===== config.mk =====
export PLATFORM = sky130hd
export DESIGN_NAME = bldc_six_step_commutator_top
export DESIGN_NICKNAME = d
export VERILOG_FILES = /design/src/design/bssc_pkg.sv /design/src/design/bssc_cfg_regs.sv /design/src/design/bssc_ramp.sv /design/src/design/bssc_commute.sv /design/src/design/bldc_six_step_commutator_top.sv
export SDC_FILE = /design/constraint.sdc
export NUM_CORES = 1
export LEC_CHECK = 0
export BUFFER_PORTS_ARGS = -buffer_cell sky130_fd_sc_hd__buf_2
export CORE_MARGIN = 5
export CORE_UTILIZATION = 58
export DETAILED_ROUTE_END_ITERATION = 7
export PLACE_DENSITY = 0.79
export SLEW_MARGIN = 15
export SYNTH_ARGS = -nofsm -noshare
export SYNTH_HDL_FRONTEND = slang
export SYNTH_SLANG_ARGS = --single-unit

===== constraint.sdc =====
create_clock -name clk_i -period 20.7 [get_ports clk_i]
set_input_delay 6.21 -clock clk_i [delete_from_list [all_inputs] [get_ports clk_i]]
set_output_delay 6.21 -clock clk_i [all_outputs]
set_load 0.05 [all_outputs]

===== src/design/bssc_pkg.sv =====
`timescale 1ns / 1ps

package bssc_pkg;

  localparam int unsigned IntervalW = 16;
  localparam int unsigned PctW      = 7;
  localparam int unsigned DutyW     = 8;
  localparam int unsigned TimeW     = 32;
  localparam int unsigned HallW     = 3;
  localparam int unsigned CfgIdxW   = 8;
  localparam int unsigned CfgDataW  = 16;
  localparam int unsigned NumPhases = 3;

  localparam logic [IntervalW-1:0] RampIntervalRst = 16'd70;
  localparam logic [PctW-1:0]      StartHighRst    = 7'd25;
  localparam logic [PctW-1:0]      StartLowRst     = 7'd50;
  localparam logic [PctW-1:0]      MaxDutyRst      = 7'd99;

  localparam logic [DutyW-1:0] FullPct   = 8'd100;
  localparam logic [DutyW-1:0] FullScale = 8'd255;
  // ceil(2^19 / 100): exact floor division by 100 for values below 43690
  localparam logic [12:0]      Recip100  = 13'd5243;

  typedef enum logic [CfgIdxW-1:0] {
    CfgRampInterval = 8'd0,
    CfgStartHigh    = 8'd1,
    CfgStartLow     = 8'd2,
    CfgMaxDuty      = 8'd3
  } cfg_idx_e;

  typedef struct packed {
    logic [IntervalW-1:0] ramp_interval_ms;
    logic [PctW-1:0]      start_duty_mode_high;
    logic [PctW-1:0]      start_duty_mode_low;
    logic [PctW-1:0]      max_duty;
  } cfg_t;

  typedef struct packed {
    logic [HallW-1:0] hall_code;
    logic             pedal_front_level;
    logic             pedal_rear_level;
    logic             override_level;
    logic             mode_level;
    logic [TimeW-1:0] now_ms;
  } item_t;

  typedef struct packed {
    logic             valid;
    logic [HallW-1:0] hi_mask;
    logic [1:0]       lo_idx;
  } hall_dec_t;

  // (p * 255) / 100, saturated at 255
  function automatic logic [DutyW-1:0] scale_percent(input logic [DutyW-1:0] p);
    logic [15:0] x;
    logic [28:0] prod;
    begin
      x    = {p, 8'd0} - {8'd0, p};
      prod = 29'(x[14:0] * Recip100);
      if (p >= FullPct) begin
        scale_percent = FullScale;
      end else begin
        scale_percent = prod[26:19];
      end
    end
  endfunction

  function automatic hall_dec_t hall_decode(input logic [HallW-1:0] code);
    hall_dec_t d;
    begin
      d = '{valid: 1'b1, hi_mask: 3'b000, lo_idx: 2'd0};
      case (code)
        3'd5: begin d.hi_mask = 3'b001; d.lo_idx = 2'd1; end
        3'd1: begin d.hi_mask = 3'b100; d.lo_idx = 2'd1; end
        3'd3: begin d.hi_mask = 3'b100; d.lo_idx = 2'd0; end
        3'd2: begin d.hi_mask = 3'b010; d.lo_idx = 2'd0; end
        3'd6: begin d.hi_mask = 3'b010; d.lo_idx = 2'd2; end
        3'd4: begin d.hi_mask = 3'b001; d.lo_idx = 2'd2; end
        default: d.valid = 1'b0;
      endcase
      hall_decode = d;
    end
  endfunction

endpackage


===== src/design/bssc_cfg_regs.sv =====
`timescale 1ns / 1ps

module bssc_cfg_regs (
  input  logic                              clk_i,
  input  logic                              rst_ni,
  input  logic                              cfg_valid_i,
  input  logic [bssc_pkg::CfgIdxW-1:0]      cfg_index_i,
  input  logic [bssc_pkg::CfgDataW-1:0]     cfg_data_i,
  output logic                              cfg_ready_o,
  output bssc_pkg::cfg_t                    cfg_o
);

  bssc_pkg::cfg_t cfg_q, cfg_d;

  assign cfg_ready_o = 1'b1;

  always_comb begin
    cfg_d = cfg_q;
    if (cfg_valid_i) begin
      case (cfg_index_i)
        bssc_pkg::CfgRampInterval: cfg_d.ramp_interval_ms     = cfg_data_i;
        bssc_pkg::CfgStartHigh:    cfg_d.start_duty_mode_high = cfg_data_i[bssc_pkg::PctW-1:0];
        bssc_pkg::CfgStartLow:     cfg_d.start_duty_mode_low  = cfg_data_i[bssc_pkg::PctW-1:0];
        bssc_pkg::CfgMaxDuty:      cfg_d.max_duty             = cfg_data_i[bssc_pkg::PctW-1:0];
        default: ;
      endcase
    end
  end

  always_ff @(posedge clk_i or negedge rst_ni) begin
    if (!rst_ni) begin
      cfg_q.ramp_interval_ms     <= bssc_pkg::RampIntervalRst;
      cfg_q.start_duty_mode_high <= bssc_pkg::StartHighRst;
      cfg_q.start_duty_mode_low  <= bssc_pkg::StartLowRst;
      cfg_q.max_duty             <= bssc_pkg::MaxDutyRst;
    end else begin
      cfg_q <= cfg_d;
    end
  end

  assign cfg_o = cfg_q;

endmodule


===== src/design/bssc_ramp.sv =====
`timescale 1ns / 1ps

module bssc_ramp (
  input  logic                          clk_i,
  input  logic                          rst_ni,
  input  logic                          adv_i,
  input  bssc_pkg::item_t               item_i,
  input  bssc_pkg::cfg_t                cfg_i,
  output logic [bssc_pkg::DutyW-1:0]    duty_o
);

  logic [bssc_pkg::PctW-1:0]  ramp_q, ramp_d;
  logic [bssc_pkg::TimeW-1:0] last_q, last_d;
  logic                       prev_mode_q;

  logic [bssc_pkg::PctW-1:0]  ramp_base;
  logic [bssc_pkg::PctW-1:0]  start;
  logic [bssc_pkg::PctW-1:0]  headroom;
  logic [bssc_pkg::TimeW-1:0] elapsed;
  logic                       run;
  logic                       can_rise;
  logic                       due;

  always_comb begin
    ramp_base = (item_i.mode_level != prev_mode_q) ? '0 : ramp_q;
    start     = item_i.mode_level ? cfg_i.start_duty_mode_high : cfg_i.start_duty_mode_low;
    run       = (!item_i.pedal_rear_level && item_i.pedal_front_level) ||
                !item_i.override_level;
    headroom  = cfg_i.max_duty - start;
    can_rise  = (start < cfg_i.max_duty) && (ramp_base < headroom);
    elapsed   = item_i.now_ms - last_q;
    due       = elapsed >= {{(bssc_pkg::TimeW-bssc_pkg::IntervalW){1'b0}},
                            cfg_i.ramp_interval_ms};
    ramp_d    = ramp_base;
    last_d    = last_q;
    duty_o    = '0;
    if (run) begin
      if (can_rise && due) begin
        ramp_d = ramp_base + 1'b1;
        last_d = item_i.now_ms;
      end
      duty_o = bssc_pkg::scale_percent({1'b0, ramp_d} + {1'b0, start});
    end else begin
      ramp_d = '0;
    end
  end

  always_ff @(posedge clk_i or negedge rst_ni) begin
    if (!rst_ni) begin
      ramp_q      <= '0;
      last_q      <= '0;
      prev_mode_q <= 1'b0;
    end else if (adv_i) begin
      ramp_q      <= ramp_d;
      last_q      <= last_d;
      prev_mode_q <= item_i.mode_level;
    end
  end

`ifndef NO_ASSERTIONS
  a_stop_clears_ramp: assert property (@(posedge clk_i) disable iff (!rst_ni)
    adv_i && !run |=> ramp_q == '0)
    else $error("ramp not cleared when run condition drops");

  a_ramp_single_step: assert property (@(posedge clk_i) disable iff (!rst_ni)
    adv_i && run && item_i.mode_level == prev_mode_q |=>
      ramp_q == $past(ramp_q) || ramp_q == $past(ramp_q) + 1'b1)
    else $error("ramp moved by more than one step");
`endif

endmodule


===== src/design/bssc_commute.sv =====
`timescale 1ns / 1ps

module bssc_commute (
  input  logic                          clk_i,
  input  logic                          rst_ni,
  input  logic                          adv_i,
  input  logic [bssc_pkg::HallW-1:0]    hall_code_i,
  input  logic [bssc_pkg::DutyW-1:0]    duty_i,
  output logic [bssc_pkg::HallW-1:0]    high_side_mask_o,
  output logic [bssc_pkg::DutyW-1:0]    low_duty_o [bssc_pkg::NumPhases]
);

  bssc_pkg::hall_dec_t        dec;
  logic [bssc_pkg::HallW-1:0] mask_q;
  logic [bssc_pkg::DutyW-1:0] duty_q [bssc_pkg::NumPhases];
  logic [bssc_pkg::DutyW-1:0] duty_d [bssc_pkg::NumPhases];
  logic [bssc_pkg::NumPhases-1:0] live;

  always_comb begin
    dec = bssc_pkg::hall_decode(hall_code_i);
    for (int i = 0; i < bssc_pkg::NumPhases; i++) begin
      duty_d[i] = (dec.lo_idx == 2'(i)) ? duty_i : '0;
      live[i]   = duty_q[i] != '0;
    end
  end

  always_ff @(posedge clk_i or negedge rst_ni) begin
    if (!rst_ni) begin
      mask_q <= '0;
      for (int i = 0; i < bssc_pkg::NumPhases; i++) begin
        duty_q[i] <= '0;
      end
    end else if (adv_i && dec.valid) begin
      mask_q <= dec.hi_mask;
      for (int i = 0; i < bssc_pkg::NumPhases; i++) begin
        duty_q[i] <= duty_d[i];
      end
    end
  end

  assign high_side_mask_o = mask_q;
  assign low_duty_o       = duty_q;

`ifndef NO_ASSERTIONS
  a_mask_onehot: assert property (@(posedge clk_i) disable iff (!rst_ni)
    $onehot0(mask_q))
    else $error("more than one high-side gate on");

  a_single_low_phase: assert property (@(posedge clk_i) disable iff (!rst_ni)
    $countones(live) <= 1)
    else $error("more than one low-side phase driven");
`endif

endmodule


===== src/design/bldc_six_step_commutator_top.sv =====
`timescale 1ns / 1ps
// Path: an accepted word waits in the input register and, once the output is free,
// advances into the result registers; the ramp update and duty scale are combinational.
// Throughput: one word per cycle unless the output stalls.
// Stall on the output backs up through one input register stage only.
// Reset (rst_ni low, async): ramp, timestamp and gates clear, registers take defaults.

module bldc_six_step_commutator_top (
  input  logic                              clk_i,
  input  logic                              rst_ni,
  input  logic                              in_valid_i,
  output logic                              in_stall_o,
  input  logic [bssc_pkg::HallW-1:0]        hall_code_i,
  input  logic                              pedal_front_level_i,
  input  logic                              pedal_rear_level_i,
  input  logic                              override_level_i,
  input  logic                              mode_level_i,
  input  logic [bssc_pkg::TimeW-1:0]        now_ms_i,
  output logic                              out_valid_o,
  input  logic                              out_stall_i,
  output logic [bssc_pkg::HallW-1:0]        high_side_mask_o,
  output logic [bssc_pkg::DutyW-1:0]        low_duty_a_o,
  output logic [bssc_pkg::DutyW-1:0]        low_duty_b_o,
  output logic [bssc_pkg::DutyW-1:0]        low_duty_c_o,
  input  logic                              cfg_valid_i,
  output logic                              cfg_ready_o,
  input  logic [bssc_pkg::CfgIdxW-1:0]      cfg_index_i,
  input  logic [bssc_pkg::CfgDataW-1:0]     cfg_data_i
);

  bssc_pkg::cfg_t             cfg;
  bssc_pkg::item_t            item_q;
  logic                       item_valid_q, item_valid_d;
  logic                       out_valid_q, out_valid_d;
  logic                       out_free;
  logic                       adv;
  logic                       in_fire;
  logic [bssc_pkg::DutyW-1:0] duty;
  logic [bssc_pkg::DutyW-1:0] low_duty [bssc_pkg::NumPhases];

  assign out_free   = !out_valid_q || !out_stall_i;
  assign adv        = item_valid_q && out_free;
  assign in_stall_o = item_valid_q && !out_free;
  assign in_fire    = in_valid_i && !in_stall_o;

  always_comb begin
    item_valid_d = item_valid_q;
    if (in_fire) begin
      item_valid_d = 1'b1;
    end else if (adv) begin
      item_valid_d = 1'b0;
    end
    out_valid_d = out_valid_q;
    if (adv) begin
      out_valid_d = 1'b1;
    end else if (!out_stall_i) begin
      out_valid_d = 1'b0;
    end
  end

  always_ff @(posedge clk_i or negedge rst_ni) begin
    if (!rst_ni) begin
      item_valid_q <= 1'b0;
      out_valid_q  <= 1'b0;
    end else begin
      item_valid_q <= item_valid_d;
      out_valid_q  <= out_valid_d;
    end
  end

  always_ff @(posedge clk_i) begin
    if (in_fire) begin
      item_q.hall_code         <= hall_code_i;
      item_q.pedal_front_level <= pedal_front_level_i;
      item_q.pedal_rear_level  <= pedal_rear_level_i;
      item_q.override_level    <= override_level_i;
      item_q.mode_level        <= mode_level_i;
      item_q.now_ms            <= now_ms_i;
    end
  end

  bssc_cfg_regs u_cfg (
    .clk_i       (clk_i),
    .rst_ni      (rst_ni),
    .cfg_valid_i (cfg_valid_i),
    .cfg_index_i (cfg_index_i),
    .cfg_data_i  (cfg_data_i),
    .cfg_ready_o (cfg_ready_o),
    .cfg_o       (cfg)
  );

  bssc_ramp u_ramp (
    .clk_i  (clk_i),
    .rst_ni (rst_ni),
    .adv_i  (adv),
    .item_i (item_q),
    .cfg_i  (cfg),
    .duty_o (duty)
  );

  bssc_commute u_commute (
    .clk_i            (clk_i),
    .rst_ni           (rst_ni),
    .adv_i            (adv),
    .hall_code_i      (item_q.hall_code),
    .duty_i           (duty),
    .high_side_mask_o (high_side_mask_o),
    .low_duty_o       (low_duty)
  );

  assign out_valid_o  = out_valid_q;
  assign low_duty_a_o = low_duty[0];
  assign low_duty_b_o = low_duty[1];
  assign low_duty_c_o = low_duty[2];

`ifndef NO_ASSERTIONS
  a_stall_only_when_full: assert property (@(posedge clk_i) disable iff (!rst_ni)
    in_stall_o |-> item_valid_q && out_valid_q && out_stall_i)
    else $error("input stalled while pipeline has room");

  a_result_follows_adv: assert property (@(posedge clk_i) disable iff (!rst_ni)
    adv |=> out_valid_o)
    else $error("advanced word produced no result");
`endif

endmodule

==> reports/metrics.cfg, run 1 <==
[placement]
io_buffers=96
hpwlAfterDp_um=20900
gp_congestion=0.904

[clocking]
post_cts_buffers=0
cts_tree=done
clk_pin_slew_ps=70
cts_hold_buf=0
cts_htree_levels=4
ctsResizeCount=0
clk_latency_ps=440
root_buffer=clkbuf_16
numCtsBuffers=17
cts_max_path_buffers=2
numClockSinks=145

[cells_and_area]
diodes=0
seq_area_sq_um=3840
multi_input_area_sq_um=7520
syn2layout_area_growth_pct=11.0
nets=1662
nFillCells=1658
layout.cells.most_common=inv_1
drive_gt1_share_pct=13.8
layout_common_cells=inv_1 (211), ha_1 (167), buf_2 (95)

[min_path]
hold_path.class=reg -> reg

[worst_setup_path]
path_max_fanout=6
criticalPathCategory=reg -> reg
crit_path_start_kind=flop
critPathBufInv=6
end_kind=flop
worstPathArrival_ps=14020
crit_path_max_incr_delay_ps=710
critPathTopFamily=compound AO/OA/AOI/OAI gates
cpMaxStageDelayCell=o31ai_1
critPathRequiredTime_ps=21010
crit_top_cell=inv_1

[route]
firstDrtPassIters=5
routedWlPerCell_um=16.5
dr_total_vias=9330
vias_per_cell=5.66
drc=0
drt_iter0_markers=511
ant_nets=0
wl_um=27200

[timing]
post-route-period-util_pct=66.2
fin_crit_ps=13710
setup_viol=0
hold_violations=0
maxClockFrequency_mhz=73.0
tns_ps=0
max_slew_margin_pct=22.9
rsz0062_at_grt=false
tightest_slew_ps=1150
slew_viol_final=0
fin_skew_ps=16.9

[floorplanning]
fp.dieH_um=156
die_w_um=156
core-area_sq_um=21000
io_pins=98
num_rows=53
die-area_sq_um=24200
initial_core_util_pct=58.7

[synthesis]
avgSynthCellArea_sq_um=9.65
syn_area_sq_um=12300
synthArstFlopShare_pct=73.1
synth_ff_type=dfrtp_1
synth-seq-cells=145
syn_inst=1275
synth_edf_count=39
synth_top_area_share_pct=18.9
synth_largest_area_cell=dfrtp_1
synth_area_leaders=dfrtp_1 (19%), ha_1 (17%), fa_1 (11%)
synth_nets=1577
yosysSeqAreaShare_pct=31.2
yosysUniqueCellTypes=72
ys_warn_count=0

[grt]
grt_max_degree=66
track_usage_pct=23.3
globalRouteOverflowTotal=0
grt_pass1_vias=9610
grt_pass1_wl_um=46100
antenna_found_initial=0

[outcome]
status=complete, no violations

[run]
drv_cap=0

[area by class of cell]
cell class | instances | share of cell area [%]
sequential | 145 | 28.1
clock buffer | 20 | 3.35
inverter | 211 | 5.80
multi-input combinational | 883 | 55.1
tap | 275 | 2.52
clock inverter | 12 | 1.25
timing repair buffer | 102 | 3.87
[registers in the layout, summed over array words and instances (netlist names)]
signal	count
u_ramp.ramp_q	7
u_cfg.cfg_o	37
u_commute.low_duty_o	24
item_q	39
u_ramp.prev_mode_q	1
item_valid_q	1
u_commute.high_side_mask_o	3
u_ramp.last_q	32
out_valid_o	1
[synthesized netlist by cell type, types with 19 or more instances]
cell type,number
a21oi_1,44
fa_1,67
mux2_2,25
clkbuf_1,23
dfrtp_1,93
xor2_1,21
inv_1,211
ha_1,167
nor2_1,47
nand3_1,47
edfxtp_1,39
o21ai_0,68
xnor2_1,36
a21o_1,19
o21ai_1,29
nand2_1,88
[worst paths after layout]
kind | startpoint | end | slack (ps) | cells after the start
max in group asynchronous | rst_ni | u_ramp.last_q[20]$_DFFE_PN0P_ | 13680 | 2
setup reg to reg | u_ramp.last_q[1]$_DFFE_PN0P_ | u_commute.low_duty_o[15]$_DFFE_PN0P_ | 6990 | 54
hold reg to reg | u_commute.low_duty_o[12]$_DFFE_PN0P_ | u_commute.low_duty_o[12]$_DFFE_PN0P_ | 480 | 2
hold / removal | u_commute.low_duty_o[12]$_DFFE_PN0P_ | u_commute.low_duty_o[12]$_DFFE_PN0P_ | 480 | 2
min in group asynchronous | rst_ni | u_cfg.cfg_o[21]$_DFFE_PN0P_ | 5760 | 1
setup / recovery | u_ramp.last_q[1]$_DFFE_PN0P_ | u_commute.low_duty_o[15]$_DFFE_PN0P_ | 6990 | 54
[cell families after synthesis]
group           Yosys count  share of synthesized area (%)
mux                      35                           3.12
simple gates            296                           12.3
other cells               1                         0.0305
fa+ha+maj               234                           27.9
compound gates          260                           13.7
buf+inv                 247                           7.78
flops                   145                           31.2
xor+xnor                 57                           4.06
[routing by layer]
metal / up-vias / global-route usage [%] / wire [um]
met4: 0 / 7.50 / 523
li1: 4549 / - / -
met5: - / 0 / 0
met3: 45 / 3.00 / 1120
met2: 226 / 40.0 / 13500
met1: 4510 / 30.9 / 12100
[worst reg2reg max path: cells and delay by family (launching register included)]
family,cells,cell delay [ps]
AOI/OAI and AO/OA,19,4890
xor gates and xnor gates,5,1130
adders and majority gates,10,3630
buffers and inverters,6,490
DFF,1,370
and+or+nand+nor,14,3090
[metrics by stage]
stage / hold WS [ps] / cells / worst slack, ps / area [sq um] / util, %
floorplan: 462 / 1275 / 7840 / 12300 / -
global placement: 460 / 1616 / 7610 / 13000 / 62.2
detailed placement: 465 / 1616 / 7200 / 13000 / 62.2
CTS: 481 / 1648 / 7080 / 13700 / 65.2
global route: 513 / 1648 / 6000 / 13700 / 65.2
finish: 479 / 1648 / 6990 / 13700 / 65.2
Power of run 1 is left out: the tool's default activity adds up to more than one toggle a clock period on the data nets, which glitch-free logic cannot reach.
==> run 2: changes to the inputs <==
--- a/config.mk
+++ b/config.mk
@@ -5,11 +5,12 @@
 export SDC_FILE = /design/constraint.sdc
 export NUM_CORES = 1
 export LEC_CHECK = 0
+export ABC_AREA = 1
 export BUFFER_PORTS_ARGS = -buffer_cell sky130_fd_sc_hd__buf_2
 export CORE_MARGIN = 5
-export CORE_UTILIZATION = 58
+export CORE_UTILIZATION = 57
 export DETAILED_ROUTE_END_ITERATION = 7
-export PLACE_DENSITY = 0.79
+export PLACE_DENSITY = 0.8
 export SLEW_MARGIN = 15
 export SYNTH_ARGS = -nofsm -noshare
 export SYNTH_HDL_FRONTEND = slang
==> constraint.sdc (replaced) <==
create_clock -name clk_i -period 11.5 [get_ports clk_i]
set_input_delay 3.45 -clock clk_i [delete_from_list [all_inputs] [get_ports clk_i]]
set_output_delay 3.45 -clock clk_i [all_outputs]
set_load 0.05 [all_outputs]
==> reports/metrics.cfg, run 2 <==
[clocking]
root_buffer=clkbuf_16
numClockSinks=145
numCtsBuffers=17
clk_latency_ps=430
cts_hold_buf=0
cts_htree_levels=4
ctsResizeCount=0
post_cts_buffers=0
cts_tree=done
cts_max_path_buffers=2
clk_pin_slew_ps=70

[floorplanning]
num_rows=56
initial_core_util_pct=57.9
io_pins=98
die_w_um=165
core-area_sq_um=23500
fp.dieH_um=165
die-area_sq_um=27100

[grt]
grt_pass1_vias=11800
grt_max_degree=55
track_usage_pct=25.7
antenna_found_initial=0
globalRouteOverflowTotal=0
grt_pass1_wl_um=55800

[timing]
fin_skew_ps=13.2
setup_viol=0
hold_violations=0
slew_viol_final=0
fin_crit_ps=10440
post-route-period-util_pct=90.8
maxClockFrequency_mhz=95.8
tightest_slew_ps=1140
max_slew_margin_pct=23.4
tns_ps=0
rsz0062_at_grt=false

[cells_and_area]
largest_reg_flops=39
layout_common_cells=nand2_1 (538), inv_1 (409), ha_1 (167)
nFillCells=2136
nets=2219
diodes=0
layout.cells.most_common=nand2_1
drive_gt1_share_pct=11.1
syn2layout_area_growth_pct=10.3
top_register=item_q
instances_no_fill=2249

[synthesis]
synth_top_area_share_pct=17.1
synth_nets=2116
syn_inst=1814
yosysUniqueCellTypes=57
synth_edf_count=39
synth_commonest_cells=nand2_1 (538), inv_1 (409), ha_1 (167)
syn_area_sq_um=13600
yosysSeqAreaShare_pct=28.2
synth_ff_type=dfrtp_1
synth_largest_area_cell=dfrtp_1
synth-seq-cells=145
synthMostInstantiatedCell=nand2_1
ys_warn_count=0
synth_area_leaders=dfrtp_1 (17%), ha_1 (15%), nand2_1 (15%)
synthArstFlopShare_pct=73.1
avgSynthCellArea_sq_um=7.52

[route]
drt_iter0_markers=676
drc=0
wl_um=33600
routedWlPerCell_um=14.9
firstDrtPassIters=5
vias_per_cell=5.22
ant_nets=0
dr_total_vias=11700

[worst_setup_path]
cpMaxStageDelayCell=fa_1
rr_endpoint=u_commute.low_duty_o[14]$_DFFE_PN0P_
crit_path_start_kind=flop
crit_path_max_incr_delay_ps=530
end_kind=flop
worstRegToRegCells=49
criticalPathCategory=reg -> reg
timing.rr.start=item_q[5]$_DFFE_PP_
r2r_setup_slack_ps=1060
startpoint=item_q[5]$_DFFE_PP_
crit_top_cell=nand2_1
path_max_fanout=9
endpoint=u_commute.low_duty_o[14]$_DFFE_PN0P_
worstPathArrival_ps=10740
critPathRequiredTime_ps=11800

[placement]
placedCellCount=2217
gp_congestion=0.959
hpwlAfterDp_um=27400
io_buffers=96

[min_path]
hold_path.class=reg -> reg

[outcome]
status=complete, no violations

[run]
drv_cap=0

==> run 2: cell types whose count changed after synthesis, sizes merged, moves of 20 or more <==
cell / before / now
nor2: 47 / 97
a21oi: 45 / 65
nand3: 47 / 80
o21ai: 97 / 72
xnor2: 36 / 9
nand2: 88 / 552
inv: 211 / 417
==> run 2: cell type report <==
type                    instances  area, sq um  area share (%)
flip-flops and latches        145         3840            25.5
multi-input cells            1235         8130            54.0
inverters                     418         1570            10.4
well taps                     319          399            2.65
repair buffers                100          513            3.41
clock buffers                  17          425            2.83
clock inverters                15          169            1.12
==> run 2: cell families after synthesis <==
kind of cell	synth area share, %
DFF	28.2
AOI/OAI and AO/OA	6.60
buffers and inverters	12.3
muxes	0.743
xor gates and xnor gates	2.31
other	0.0275
adders and majority gates	25.2
and+or+nand+nor	24.7
==> run 2: worst min path at each step <==
stage	from	to	slack (ps)	cells after the start
after detailed placement	u_ramp.last_q[20]$_DFFE_PN0P_	u_ramp.last_q[20]$_DFFE_PN0P_	460	2
after CTS	u_ramp.last_q[10]$_DFFE_PN0P_	u_ramp.last_q[10]$_DFFE_PN0P_	480	2
after global placement	u_ramp.last_q[10]$_DFFE_PN0P_	u_ramp.last_q[10]$_DFFE_PN0P_	460	2
after global routing	u_commute.low_duty_o[2]$_DFFE_PN0P_	u_commute.low_duty_o[2]$_DFFE_PN0P_	510	2
final	u_ramp.last_q[20]$_DFFE_PN0P_	u_ramp.last_q[20]$_DFFE_PN0P_	480	2
after floorplan	u_cfg.cfg_o[15]$_DFFE_PN0P_	u_cfg.cfg_o[15]$_DFFE_PN0P_	450	2
==> run 2: metrics by stage <==
| stage | instance area [sq um] | worst slack [ps] | hold slack, ps | util [%] |
|---|---|---|---|---|
| after floorplan | 13600 | 2380 | 446 | - |
| after global placement | 14500 | 1250 | 461 | 61.4 |
| after detailed placement | 14500 | 1000 | 465 | 61.4 |
| after CTS | 15000 | 981 | 483 | 63.9 |
| after global routing | 15000 | 181 | 507 | 63.9 |
| final | 15000 | 1060 | 480 | 63.9 |
==> run 2: layer usage <==
metal	vias up	part of all wire (%)	track usage (%)
met1	5531	43	33.1
li1	5811	-	-
met4	0	2.7	7.86
met2	340	50	44.4
met3	61	5.0	4.24
met5	-	0	0
==> run 2: critical path, delay by kind of cell (launching register included) <==
kind	cells	cell delay, ps
flops	1	390
buf+inv	9	810
xor+xnor	3	820
fa+ha+maj	11	4240
simple gates	19	2580
compound gates	7	1440
Power of run 2 is left out for the same reason.
